## config.mk

```make
export PLATFORM = sky130hd
export DESIGN_NAME = linear_array_deque_top_flat
export DESIGN_NICKNAME = d
export VERILOG_FILES = /design/src/rtl/ldq_pkg.sv /design/src/rtl/ldq_if.sv /design/src/rtl/ldq_ctrl.sv /design/src/rtl/ldq_dp.sv /design/src/rtl/linear_array_deque_top.sv /design/src/flat_wrapper.sv
export SDC_FILE = /design/constraint.sdc
export NUM_CORES = 1
export LEC_CHECK = 0
export ABC_AREA = 1
export BUFFER_PORTS_ARGS = -buffer_cell sky130_fd_sc_hd__buf_2
export CAP_MARGIN = 10
export CORE_MARGIN = 4
export CORE_UTILIZATION = 45
export CTS_BUF_LIST = sky130_fd_sc_hd__clkbuf_8
export DETAILED_ROUTE_END_ITERATION = 8
export PLACE_DENSITY_LB_ADDON = 0.05
export REMOVE_ABC_BUFFERS = 1
export SYNTH_ARGS = -nofsm -noshare
export SYNTH_HDL_FRONTEND = slang
export SYNTH_SLANG_ARGS = --single-unit
```

## constraint.sdc

```tcl
create_clock -name clk_i -period 17.5 [get_ports clk_i]
set_clock_uncertainty 0.05 [all_clocks]
set_input_delay 1.75 -clock clk_i [delete_from_list [all_inputs] [get_ports clk_i]]
set_output_delay 1.75 -clock clk_i [all_outputs]
set_load 0.01 [all_outputs]
```

## src/rtl/ldq_pkg.sv

```systemverilog
// Package for the linear array deque: operation and status codes,
// payload widths, default capacity and controller/datapath link types.
// No dependencies.
`default_nettype none

package ldq_pkg;

  localparam int unsigned CAPACITY_DEF = 8;

  localparam int unsigned MODE_W   = 2;
  localparam int unsigned DATA_W   = 32;
  localparam int unsigned STATUS_W = 2;
  localparam int unsigned COUNT_W  = 4;

  // operation codes
  localparam logic [MODE_W-1:0] MODE_PUSH_REAR  = 2'd0;
  localparam logic [MODE_W-1:0] MODE_PUSH_FRONT = 2'd1;
  localparam logic [MODE_W-1:0] MODE_POP_FRONT  = 2'd2;
  localparam logic [MODE_W-1:0] MODE_POP_REAR   = 2'd3;

  // result status codes
  localparam logic [STATUS_W-1:0] ST_DONE     = 2'd0;
  localparam logic [STATUS_W-1:0] ST_OVERFLOW = 2'd1;
  localparam logic [STATUS_W-1:0] ST_EMPTY    = 2'd2;

  // controller -> datapath
  typedef struct packed {
    logic load;    // capture the incoming item
    logic exec;    // update indices, write store, start refill read
    logic finish;  // fold in read data, load the output register
  } ctrl_cmd_t;

  // datapath -> controller
  typedef struct packed {
    logic out_free;  // output register empty or being taken this cycle
  } dp_status_t;

endpackage

`default_nettype wire

```

## src/rtl/ldq_if.sv

```systemverilog
// Item channels of the linear array deque: operation requests in, results out.
// Depends on ldq_pkg.
`default_nettype none

interface ldq_in_if;
  logic                              valid;
  logic                              ready;
  logic        [ldq_pkg::MODE_W-1:0] mode;
  logic signed [ldq_pkg::DATA_W-1:0] item_value;

  modport source (output valid, output mode, output item_value, input ready);
  modport sink   (input valid, input mode, input item_value, output ready);
endinterface

interface ldq_out_if;
  logic                                valid;
  logic                                ready;
  logic        [ldq_pkg::STATUS_W-1:0] status;
  logic signed [ldq_pkg::DATA_W-1:0]   removed_value;
  logic signed [ldq_pkg::DATA_W-1:0]   front_value;
  logic signed [ldq_pkg::DATA_W-1:0]   rear_value;
  logic                                is_empty;
  logic        [ldq_pkg::COUNT_W-1:0]  item_count;

  modport source (output valid, output status, output removed_value, output front_value,
                  output rear_value, output is_empty, output item_count, input ready);
  modport sink   (input valid, input status, input removed_value, input front_value,
                  input rear_value, input is_empty, input item_count, output ready);
endinterface

`default_nettype wire

```

## src/rtl/ldq_ctrl.sv

```systemverilog
// Sequencing controller of the linear array deque: accept, execute, finish.
// Depends on ldq_pkg.
`default_nettype none

module ldq_ctrl (
  input  wire logic                clk_i,
  input  wire logic                rst_ni,
  input  wire logic                in_valid_i,
  output logic                     in_ready_o,
  input  wire ldq_pkg::dp_status_t dp_status_i,
  output ldq_pkg::ctrl_cmd_t       cmd_o
);

  typedef enum logic [1:0] {
    S_IDLE,
    S_EXEC,
    S_DONE
  } state_e;

  state_e state_q, state_d;

  assign in_ready_o = (state_q == S_IDLE);

  always_comb begin
    state_d       = state_q;
    cmd_o.load    = 1'b0;
    cmd_o.exec    = 1'b0;
    cmd_o.finish  = 1'b0;
    unique case (state_q)
      S_IDLE: begin
        if (in_valid_i) begin
          cmd_o.load = 1'b1;
          state_d    = S_EXEC;
        end
      end
      S_EXEC: begin
        cmd_o.exec = 1'b1;
        state_d    = S_DONE;
      end
      S_DONE: begin
        // wait here while a previous result is still unclaimed
        if (dp_status_i.out_free) begin
          cmd_o.finish = 1'b1;
          state_d      = S_IDLE;
        end
      end
      default: state_d = S_IDLE;
    endcase
  end

  always_ff @(posedge clk_i or negedge rst_ni) begin
    if (!rst_ni) begin
      state_q <= S_IDLE;
    end else begin
      state_q <= state_d;
    end
  end

endmodule

`default_nettype wire

```

## src/rtl/ldq_dp.sv

```systemverilog
// Datapath of the linear array deque: indices, element store, cached end
// values and the result register. Depends on ldq_pkg.
`default_nettype none

module ldq_dp #(
  parameter int unsigned CAPACITY = ldq_pkg::CAPACITY_DEF
) (
  input  wire logic                                clk_i,
  input  wire logic                                rst_ni,
  input  wire ldq_pkg::ctrl_cmd_t                  cmd_i,
  output ldq_pkg::dp_status_t                      status_o,
  input  wire logic        [ldq_pkg::MODE_W-1:0]   mode_i,
  input  wire logic signed [ldq_pkg::DATA_W-1:0]   item_value_i,
  output logic                                     out_valid_o,
  input  wire logic                                out_ready_i,
  output logic             [ldq_pkg::STATUS_W-1:0] result_status_o,
  output logic signed      [ldq_pkg::DATA_W-1:0]   removed_value_o,
  output logic signed      [ldq_pkg::DATA_W-1:0]   front_value_o,
  output logic signed      [ldq_pkg::DATA_W-1:0]   rear_value_o,
  output logic                                     is_empty_o,
  output logic             [ldq_pkg::COUNT_W-1:0]  item_count_o
);

  localparam int unsigned IW = $clog2(CAPACITY + 1);           // index 0..CAPACITY
  localparam int unsigned AW = (CAPACITY > 1) ? $clog2(CAPACITY) : 1;
  localparam int unsigned CW = (IW > ldq_pkg::COUNT_W) ? IW : ldq_pkg::COUNT_W;
  localparam logic [IW-1:0] CAP_IDX = IW'(CAPACITY);
  localparam logic [IW-1:0] ONE_IDX = IW'(1);

  // captured request
  logic        [ldq_pkg::MODE_W-1:0] mode_q;
  logic signed [ldq_pkg::DATA_W-1:0] value_q;

  // control state
  logic [IW-1:0] front_idx_q, front_idx_d;
  logic [IW-1:0] rear_idx_q, rear_idx_d;
  logic          out_valid_q, out_valid_d;

  // payload state
  logic signed [ldq_pkg::DATA_W-1:0]   front_val_q, front_val_d;
  logic signed [ldq_pkg::DATA_W-1:0]   rear_val_q, rear_val_d;
  logic        [ldq_pkg::STATUS_W-1:0] st_q, st_d;
  logic signed [ldq_pkg::DATA_W-1:0]   removed_q, removed_d;
  logic                                refill_front_q, refill_front_d;
  logic                                refill_rear_q, refill_rear_d;

  // element store
  logic signed [ldq_pkg::DATA_W-1:0] mem [CAPACITY];
  logic signed [ldq_pkg::DATA_W-1:0] rd_data_q;
  logic                              mem_we, mem_re;
  logic        [AW-1:0]              mem_wa, mem_ra;
  logic signed [ldq_pkg::DATA_W-1:0] mem_wd;

  // execute-step helpers
  logic          cur_empty;
  logic [IW-1:0] front_inc, rear_dec, rear_dec2, front_dec;

  // finish-step helpers
  logic                              post_empty;
  logic signed [ldq_pkg::DATA_W-1:0] new_front_val, new_rear_val;
  logic        [CW-1:0]              count_ext;

  assign cur_empty = (front_idx_q >= rear_idx_q);
  assign front_inc = front_idx_q + ONE_IDX;
  assign front_dec = front_idx_q - ONE_IDX;
  assign rear_dec  = rear_idx_q - ONE_IDX;
  assign rear_dec2 = rear_dec - ONE_IDX;

  always_comb begin
    front_idx_d    = front_idx_q;
    rear_idx_d     = rear_idx_q;
    front_val_d    = front_val_q;
    rear_val_d     = rear_val_q;
    st_d           = st_q;
    removed_d      = removed_q;
    refill_front_d = refill_front_q;
    refill_rear_d  = refill_rear_q;
    mem_we         = 1'b0;
    mem_wa         = '0;
    mem_wd         = value_q;
    mem_re         = 1'b0;
    mem_ra         = '0;

    if (cmd_i.exec) begin
      st_d           = ldq_pkg::ST_DONE;
      removed_d      = '0;
      refill_front_d = 1'b0;
      refill_rear_d  = 1'b0;
      case (mode_q)
        ldq_pkg::MODE_PUSH_REAR: begin
          if (rear_idx_q == CAP_IDX) begin
            st_d = ldq_pkg::ST_OVERFLOW;
          end else begin
            mem_we     = 1'b1;
            mem_wa     = rear_idx_q[AW-1:0];
            rear_idx_d = rear_idx_q + ONE_IDX;
            rear_val_d = value_q;
            if (cur_empty) begin
              front_val_d = value_q;
            end
          end
        end
        ldq_pkg::MODE_PUSH_FRONT: begin
          if (front_idx_q == '0 && rear_idx_q == '0) begin
            mem_we      = 1'b1;
            mem_wa      = '0;
            rear_idx_d  = ONE_IDX;
            front_val_d = value_q;
            rear_val_d  = value_q;
          end else if (front_idx_q != '0) begin
            mem_we      = 1'b1;
            mem_wa      = front_dec[AW-1:0];
            front_idx_d = front_dec;
            front_val_d = value_q;
          end else begin
            st_d = ldq_pkg::ST_OVERFLOW;
          end
        end
        ldq_pkg::MODE_POP_FRONT: begin
          if (cur_empty) begin
            st_d = ldq_pkg::ST_EMPTY;
          end else begin
            removed_d = front_val_q;
            if (front_inc >= rear_idx_q) begin
              front_idx_d = '0;
              rear_idx_d  = '0;
            end else begin
              front_idx_d    = front_inc;
              mem_re         = 1'b1;
              mem_ra         = front_inc[AW-1:0];
              refill_front_d = 1'b1;
            end
          end
        end
        default: begin  // pop at rear
          if (cur_empty) begin
            st_d = ldq_pkg::ST_EMPTY;
          end else begin
            removed_d = rear_val_q;
            if (front_idx_q >= rear_dec) begin
              front_idx_d = '0;
              rear_idx_d  = '0;
            end else begin
              rear_idx_d    = rear_dec;
              mem_re        = 1'b1;
              mem_ra        = rear_dec2[AW-1:0];
              refill_rear_d = 1'b1;
            end
          end
        end
      endcase
    end else if (cmd_i.finish) begin
      front_val_d = new_front_val;
      rear_val_d  = new_rear_val;
    end
  end

  // results after the operation
  assign post_empty    = (front_idx_q >= rear_idx_q);
  assign new_front_val = refill_front_q ? rd_data_q : front_val_q;
  assign new_rear_val  = refill_rear_q ? rd_data_q : rear_val_q;
  assign count_ext     = CW'(rear_idx_q) - CW'(front_idx_q);

  assign status_o.out_free = !out_valid_q || out_ready_i;

  always_comb begin
    out_valid_d = out_valid_q;
    if (cmd_i.finish) begin
      out_valid_d = 1'b1;
    end else if (out_ready_i) begin
      out_valid_d = 1'b0;
    end
  end

  always_ff @(posedge clk_i or negedge rst_ni) begin
    if (!rst_ni) begin
      front_idx_q <= '0;
      rear_idx_q  <= '0;
      out_valid_q <= 1'b0;
    end else begin
      front_idx_q <= front_idx_d;
      rear_idx_q  <= rear_idx_d;
      out_valid_q <= out_valid_d;
    end
  end

  always_ff @(posedge clk_i) begin
    if (cmd_i.load) begin
      mode_q  <= mode_i;
      value_q <= item_value_i;
    end
    front_val_q    <= front_val_d;
    rear_val_q     <= rear_val_d;
    st_q           <= st_d;
    removed_q      <= removed_d;
    refill_front_q <= refill_front_d;
    refill_rear_q  <= refill_rear_d;
    if (cmd_i.finish) begin
      result_status_o <= st_q;
      removed_value_o <= removed_q;
      is_empty_o      <= post_empty;
      front_value_o   <= post_empty ? '0 : new_front_val;
      rear_value_o    <= post_empty ? '0 : new_rear_val;
      item_count_o    <= post_empty ? '0 : count_ext[ldq_pkg::COUNT_W-1:0];
    end
  end

  // store: one write and one registered read port
  always_ff @(posedge clk_i) begin
    if (mem_we) begin
      mem[mem_wa] <= mem_wd;
    end
    if (mem_re) begin
      rd_data_q <= mem[mem_ra];
    end
  end

  assign out_valid_o = out_valid_q;

endmodule

`default_nettype wire

```

## src/rtl/linear_array_deque_top.sv

```systemverilog
// Linear array deque top level. An accepted item passes through execute (store
// write/read) and then finish (into the result register) before its result is
// valid; the next item is accepted only after finish, the finish step folding in
// the store read that refills a cached end value after a pop; finish stalls while
// an unclaimed result holds the output. Reset (rst_ni low, asynchronous) empties
// the deque and clears the result channel; store contents stay undefined.
// Depends on ldq_pkg, ldq_in_if, ldq_out_if, ldq_ctrl and ldq_dp.
`default_nettype none

module linear_array_deque_top #(
  parameter int unsigned CAPACITY = ldq_pkg::CAPACITY_DEF
) (
  input  wire logic clk_i,
  input  wire logic rst_ni,
  ldq_in_if.sink    in_i,
  ldq_out_if.source out_o
);

  ldq_pkg::ctrl_cmd_t  cmd;
  ldq_pkg::dp_status_t dp_status;

  // Controller: walks each item through capture -> execute -> finish.
  // A new item is taken in the idle state even while the previous result
  // still sits unclaimed in the output register; finish waits for it.
  ldq_ctrl u_ctrl (
    .clk_i       (clk_i),
    .rst_ni      (rst_ni),
    .in_valid_i  (in_i.valid),
    .in_ready_o  (in_i.ready),
    .dp_status_i (dp_status),
    .cmd_o       (cmd)
  );

  // Datapath: front/rear indices, the element store, cached copies of the
  // front and rear elements (so pushes and pop results need no read), and
  // the result register that drives the output channel.
  ldq_dp #(
    .CAPACITY (CAPACITY)
  ) u_dp (
    .clk_i           (clk_i),
    .rst_ni          (rst_ni),
    .cmd_i           (cmd),
    .status_o        (dp_status),
    .mode_i          (in_i.mode),
    .item_value_i    (in_i.item_value),
    .out_valid_o     (out_o.valid),
    .out_ready_i     (out_o.ready),
    .result_status_o (out_o.status),
    .removed_value_o (out_o.removed_value),
    .front_value_o   (out_o.front_value),
    .rear_value_o    (out_o.rear_value),
    .is_empty_o      (out_o.is_empty),
    .item_count_o    (out_o.item_count)
  );

endmodule

`default_nettype wire

```

## src/flat_wrapper.sv

```systemverilog
// flat-port wrapper written by rule: the top's interface ports become plain ports
module linear_array_deque_top_flat 
#(
  parameter int unsigned CAPACITY = ldq_pkg::CAPACITY_DEF
)
  (clk_i, rst_ni, in_i_valid, in_i_mode, in_i_item_value, in_i_ready, out_o_valid, out_o_status, out_o_removed_value, out_o_front_value, out_o_rear_value, out_o_is_empty, out_o_item_count, out_o_ready);
  ldq_in_if in_i_i ();
  ldq_out_if out_o_i ();
  input  wire logic clk_i;
  input  wire logic rst_ni;
  input wire logic [$bits(in_i_i.valid)-1:0] in_i_valid;
  input wire logic [$bits(in_i_i.mode)-1:0] in_i_mode;
  input wire logic [$bits(in_i_i.item_value)-1:0] in_i_item_value;
  output wire logic [$bits(in_i_i.ready)-1:0] in_i_ready;
  output wire logic [$bits(out_o_i.valid)-1:0] out_o_valid;
  output wire logic [$bits(out_o_i.status)-1:0] out_o_status;
  output wire logic [$bits(out_o_i.removed_value)-1:0] out_o_removed_value;
  output wire logic [$bits(out_o_i.front_value)-1:0] out_o_front_value;
  output wire logic [$bits(out_o_i.rear_value)-1:0] out_o_rear_value;
  output wire logic [$bits(out_o_i.is_empty)-1:0] out_o_is_empty;
  output wire logic [$bits(out_o_i.item_count)-1:0] out_o_item_count;
  input wire logic [$bits(out_o_i.ready)-1:0] out_o_ready;
  assign in_i_i.valid = in_i_valid;
  assign in_i_i.mode = in_i_mode;
  assign in_i_i.item_value = in_i_item_value;
  assign in_i_ready = in_i_i.ready;
  assign out_o_valid = out_o_i.valid;
  assign out_o_status = out_o_i.status;
  assign out_o_removed_value = out_o_i.removed_value;
  assign out_o_front_value = out_o_i.front_value;
  assign out_o_rear_value = out_o_i.rear_value;
  assign out_o_is_empty = out_o_i.is_empty;
  assign out_o_item_count = out_o_i.item_count;
  assign out_o_i.ready = out_o_ready;
  linear_array_deque_top #(.CAPACITY(CAPACITY)) u_core (.clk_i(clk_i), .rst_ni(rst_ni), .in_i(in_i_i), .out_o(out_o_i));
endmodule
```

==> results.toml <==
[clock_network]
clkTransAtPathRegs_ns = 0.06
cts_buffers = 93
clk_path_buf_depth = 3
cts_setup_buffers = 0
cts_sinks = 536
cts.repair.resized = 0
ctsHoldBuffers = 0
cts-root-buf = "clkbuf_8"
clk_latency_ns = 0.67
htree_levels = 3
cts_tree = "yes"

[grt]
groute.usage.overall = 0.2054
grt_pass1_wl_um = 84590
antenna_found_initial = 0
grt-ovfl-total = 0
grt_max_degree = 185
grt_pass1_vias = 14318

[power_and_ir_drop]
power_frac_clock = 0.254
cellPowerDensity_nw_per_um2 = 156.9
seqPwrFrac = 0.467
switching_share = 0.3563
power_frac_comb = 0.280
power_mw = 4.039
p_leak_nw = 10.46
p_sw_mw = 1.439
peakVddDrop_v = 0.0001881
power.internal_mw = 2.600

[worst_hold_path]
hold_path_class = "register to register"
whs_path_depth = 0
hold_start = "u_core.u_dp.removed_q[3]"
min_to = "u_core.u_dp.removed_value_o[3]"

[finish]
final_util = 0.5141
syn_to_final_growth_pct = 12.99
final_common_cell = "edfxtp_1"
mostFrequentLayoutCells = "edfxtp_1, nand2_1, inv_1"
n_fill_cell = 4515
antenna_cells = 0
layout-drive-gt1-share = 0.1407
fin_nets = 2183

[detailed_routing]
drtIter0Drc = 1193
vias = 14661
dr.pass1.iters = 7
ant_nets = 0
drc = 0
wl_per_cell_um = 19.58
vias_per_cell = 5.124
wirelength_um = 56010

[critical_path]
path_cells = "inv_1, ha_1, fa_1, inv_1, nand2_1, nand2_1, nand3_4, buf_4, nor2_4, buf_4, nand3_1, nand2_1, nand2_4, buf_4, inv_2, buf_4, nand3_1, nand2_1, nand2_1, nand2_1"
worstReg2RegEnd = "u_core.u_dp.rd_data_q[5]"
path_class = "register to register"
critPathMaxFanout = 72
arrival_ns = 5.93
crit_slowest_cell = "inv_2"
crit_family = "buffers and inverters"
cp.buffers_inverters = 7
r2r.worst_path.cells = 20
critPathMostFrequentCell = "nand2_1"
regToRegStartpoint = "u_core.u_dp.rear_idx_q[0]"
required_ns = 17.98
critPathCaptureType = "register"
crit_path_start_kind = "register"
rrSetupSlack_ns = 12.05
max_stage_delay_ns = 0.68

[logic_synthesis]
yosysTopAreaCellShare = 0.6920
syn_area_sq_um = 22780
ys_async_sr_fraction = 0.02052
synth_warnings = 0
synth_edf_count = 525
ys_types = 37
syn_inst = 1964
netlist_top_cells_area = "edfxtp_1, nand2_1, nand3_1"
ys_seq_elements = 536
yosysSeqAreaShare = 0.7041
syn_avg_cell_area_sq_um = 11.60
synth_area_leader_cell = "edfxtp_1"
synth_ff_type = "edfxtp_1"

[timing]
report.final.slew_viol_count = 0
rsz0062_at_grt = "no"
setup_viol = 0
timing.fmax_ghz = 0.1836
finalCritPeriodShare = 0.3112
setup_tns_ns = 0
worst_slew_pin_slew_ns = 1.165
slew_headroom = 0.2230
hold_violations = 0
fin_crit_ns = 5.445

[placed_design]
gp_congestion = 0.8050
dp_hpwl_um = 29060
io_buffers = 142

[floorplan]
io_pins = 143
die_y_um = 233
die_w_um = 233
core_area_sq_um = 50070
dieArea_sq_um = 54290
start_util = 0.4550
std_cell_rows = 82

[flow_run]
maxCapViolations = 0

[run_status]
status = "finished, final reports clean"
## metrics by stage
| step | worst slack (ns) | cell area [sq um] | hold WS, ns | std cells |
|---|---|---|---|---|
| floorplan | 7.770 | 22240 | 0.3503 | 1861 |
| global placement | 12.24 | 24100 | 0.3530 | 2699 |
| detailed placement | 12.09 | 24100 | 0.3545 | 2699 |
| CTS | 12.08 | 25740 | 0.3677 | 2861 |
| global route | 11.71 | 25740 | 0.3680 | 2861 |
| finish | 12.05 | 25740 | 0.3637 | 2861 |
## cell usage after synthesis, types with 3 or more instances
master,instances
edfxtp_1,525
nand2_1,426
inv_1,277
nand3_1,222
o21ai_0,146
nor2_1,95
clkbuf_1,49
nand3b_1,48
a32o_1,32
buf_2,25
ha_1,22
a21oi_1,18
buf_6,16
dfrtp_1,11
buf_1,10
o22ai_1,4
xnor2_1,4
inv_2,3
nand4_1,3
nor3b_1,3
xor2_1,3
## registers in the layout, indices dropped and copies added, names as in the netlist, 32 cells and up
| signal | cells |
|---|---|
| u_core.u_dp.front_val_q | 32 |
| u_core.u_dp.front_value_o | 32 |
| u_core.u_dp.mem | 256 |
| u_core.u_dp.mem_wd | 32 |
| u_core.u_dp.rd_data_q | 32 |
| u_core.u_dp.rear_val_q | 32 |
| u_core.u_dp.rear_value_o | 32 |
| u_core.u_dp.removed_q | 32 |
| u_core.u_dp.removed_value_o | 32 |
## power groups by stage
stage / clock network [mW] / logic [mW] / registers, mW
2_1_floorplan: 0 / 0.639 / 1.93
3_3_place_gp: 0 / 1.13 / 1.90
3_5_place_dp: 0 / 1.14 / 1.91
4_1_cts: 1.06 / 1.14 / 1.89
5_1_grt: 1.11 / 1.26 / 1.91
6_report: 1.02 / 1.13 / 1.89
## worst reg2reg max path, stage by stage, from the launching register on
cell and delay [ns]:
dfrtp_1 0.49, inv_1 0.20, ha_1 0.26, fa_1 0.43, inv_1 0.10, nand2_1 0.07
nand2_1 0.11, nand3_4 0.07, buf_4 0.39, nor2_4 0.17, buf_4 0.53, nand3_1 0.15
nand2_1 0.13, nand2_4 0.04, buf_4 0.44, inv_2 0.72, buf_4 0.55, nand3_1 0.18
nand2_1 0.10, nand2_1 0.05, nand2_1 0.10
## worst max-delay path by stage
stage / from / to / slack (ns) / cells after the start
6_report: u_core.u_dp.rear_idx_q[0] / u_core.u_dp.rd_data_q[5] / 12.05 / 20
5_1_grt: u_core.u_dp.rear_idx_q[0] / u_core.u_dp.rd_data_q[25] / 11.71 / 20
4_1_cts: u_core.u_dp.rear_idx_q[0] / u_core.u_dp.rd_data_q[5] / 12.08 / 20
3_5_place_dp: u_core.u_dp.rear_idx_q[0] / u_core.u_dp.rd_data_q[5] / 12.09 / 20
3_3_place_gp: u_core.u_dp.rear_idx_q[0] / u_core.u_dp.rd_data_q[5] / 12.24 / 20
2_1_floorplan: u_core.u_ctrl.state_q[1] / u_core.u_dp.mem[0][0] / 7.77 / 3
## cells by family (layout without fill, tap and decap cells)
kind of cell               Yosys count  in the layout  synth area share
DFF                                536            536            0.7041
and+or+nand+nor                    808            808            0.1566
adders and majority gates           23             23           0.01296
buffers and inverters              383            608           0.07013
xor gates and xnor gates             7              7          0.002691
AOI/OAI and AO/OA                  207            207           0.05355
## routing by layer
metal	global-route usage	vias up	share of wire
met2	0.3361	410	0.47
met1	0.2863	7149	0.45
li1	-	7020	-
met3	0.03710	82	0.056
met5	0	-	0
met4	0.05230	0	0.019
## layout make-up
cell class | count | area [sq um] | area share
Inverter | 280 | 1051 | 0.04083
Clock buffer | 98 | 1349 | 0.05240
Timing Repair Buffer | 166 | 903.4 | 0.03509
Multi-Input combinational cell | 1045 | 5265 | 0.2045
Sequential cell | 536 | 16040 | 0.6231
Clock inverter | 64 | 292.8 | 0.01137
Tap cell | 672 | 840.8 | 0.03266
No activity file was read; power rests on OpenSTA's default activity.
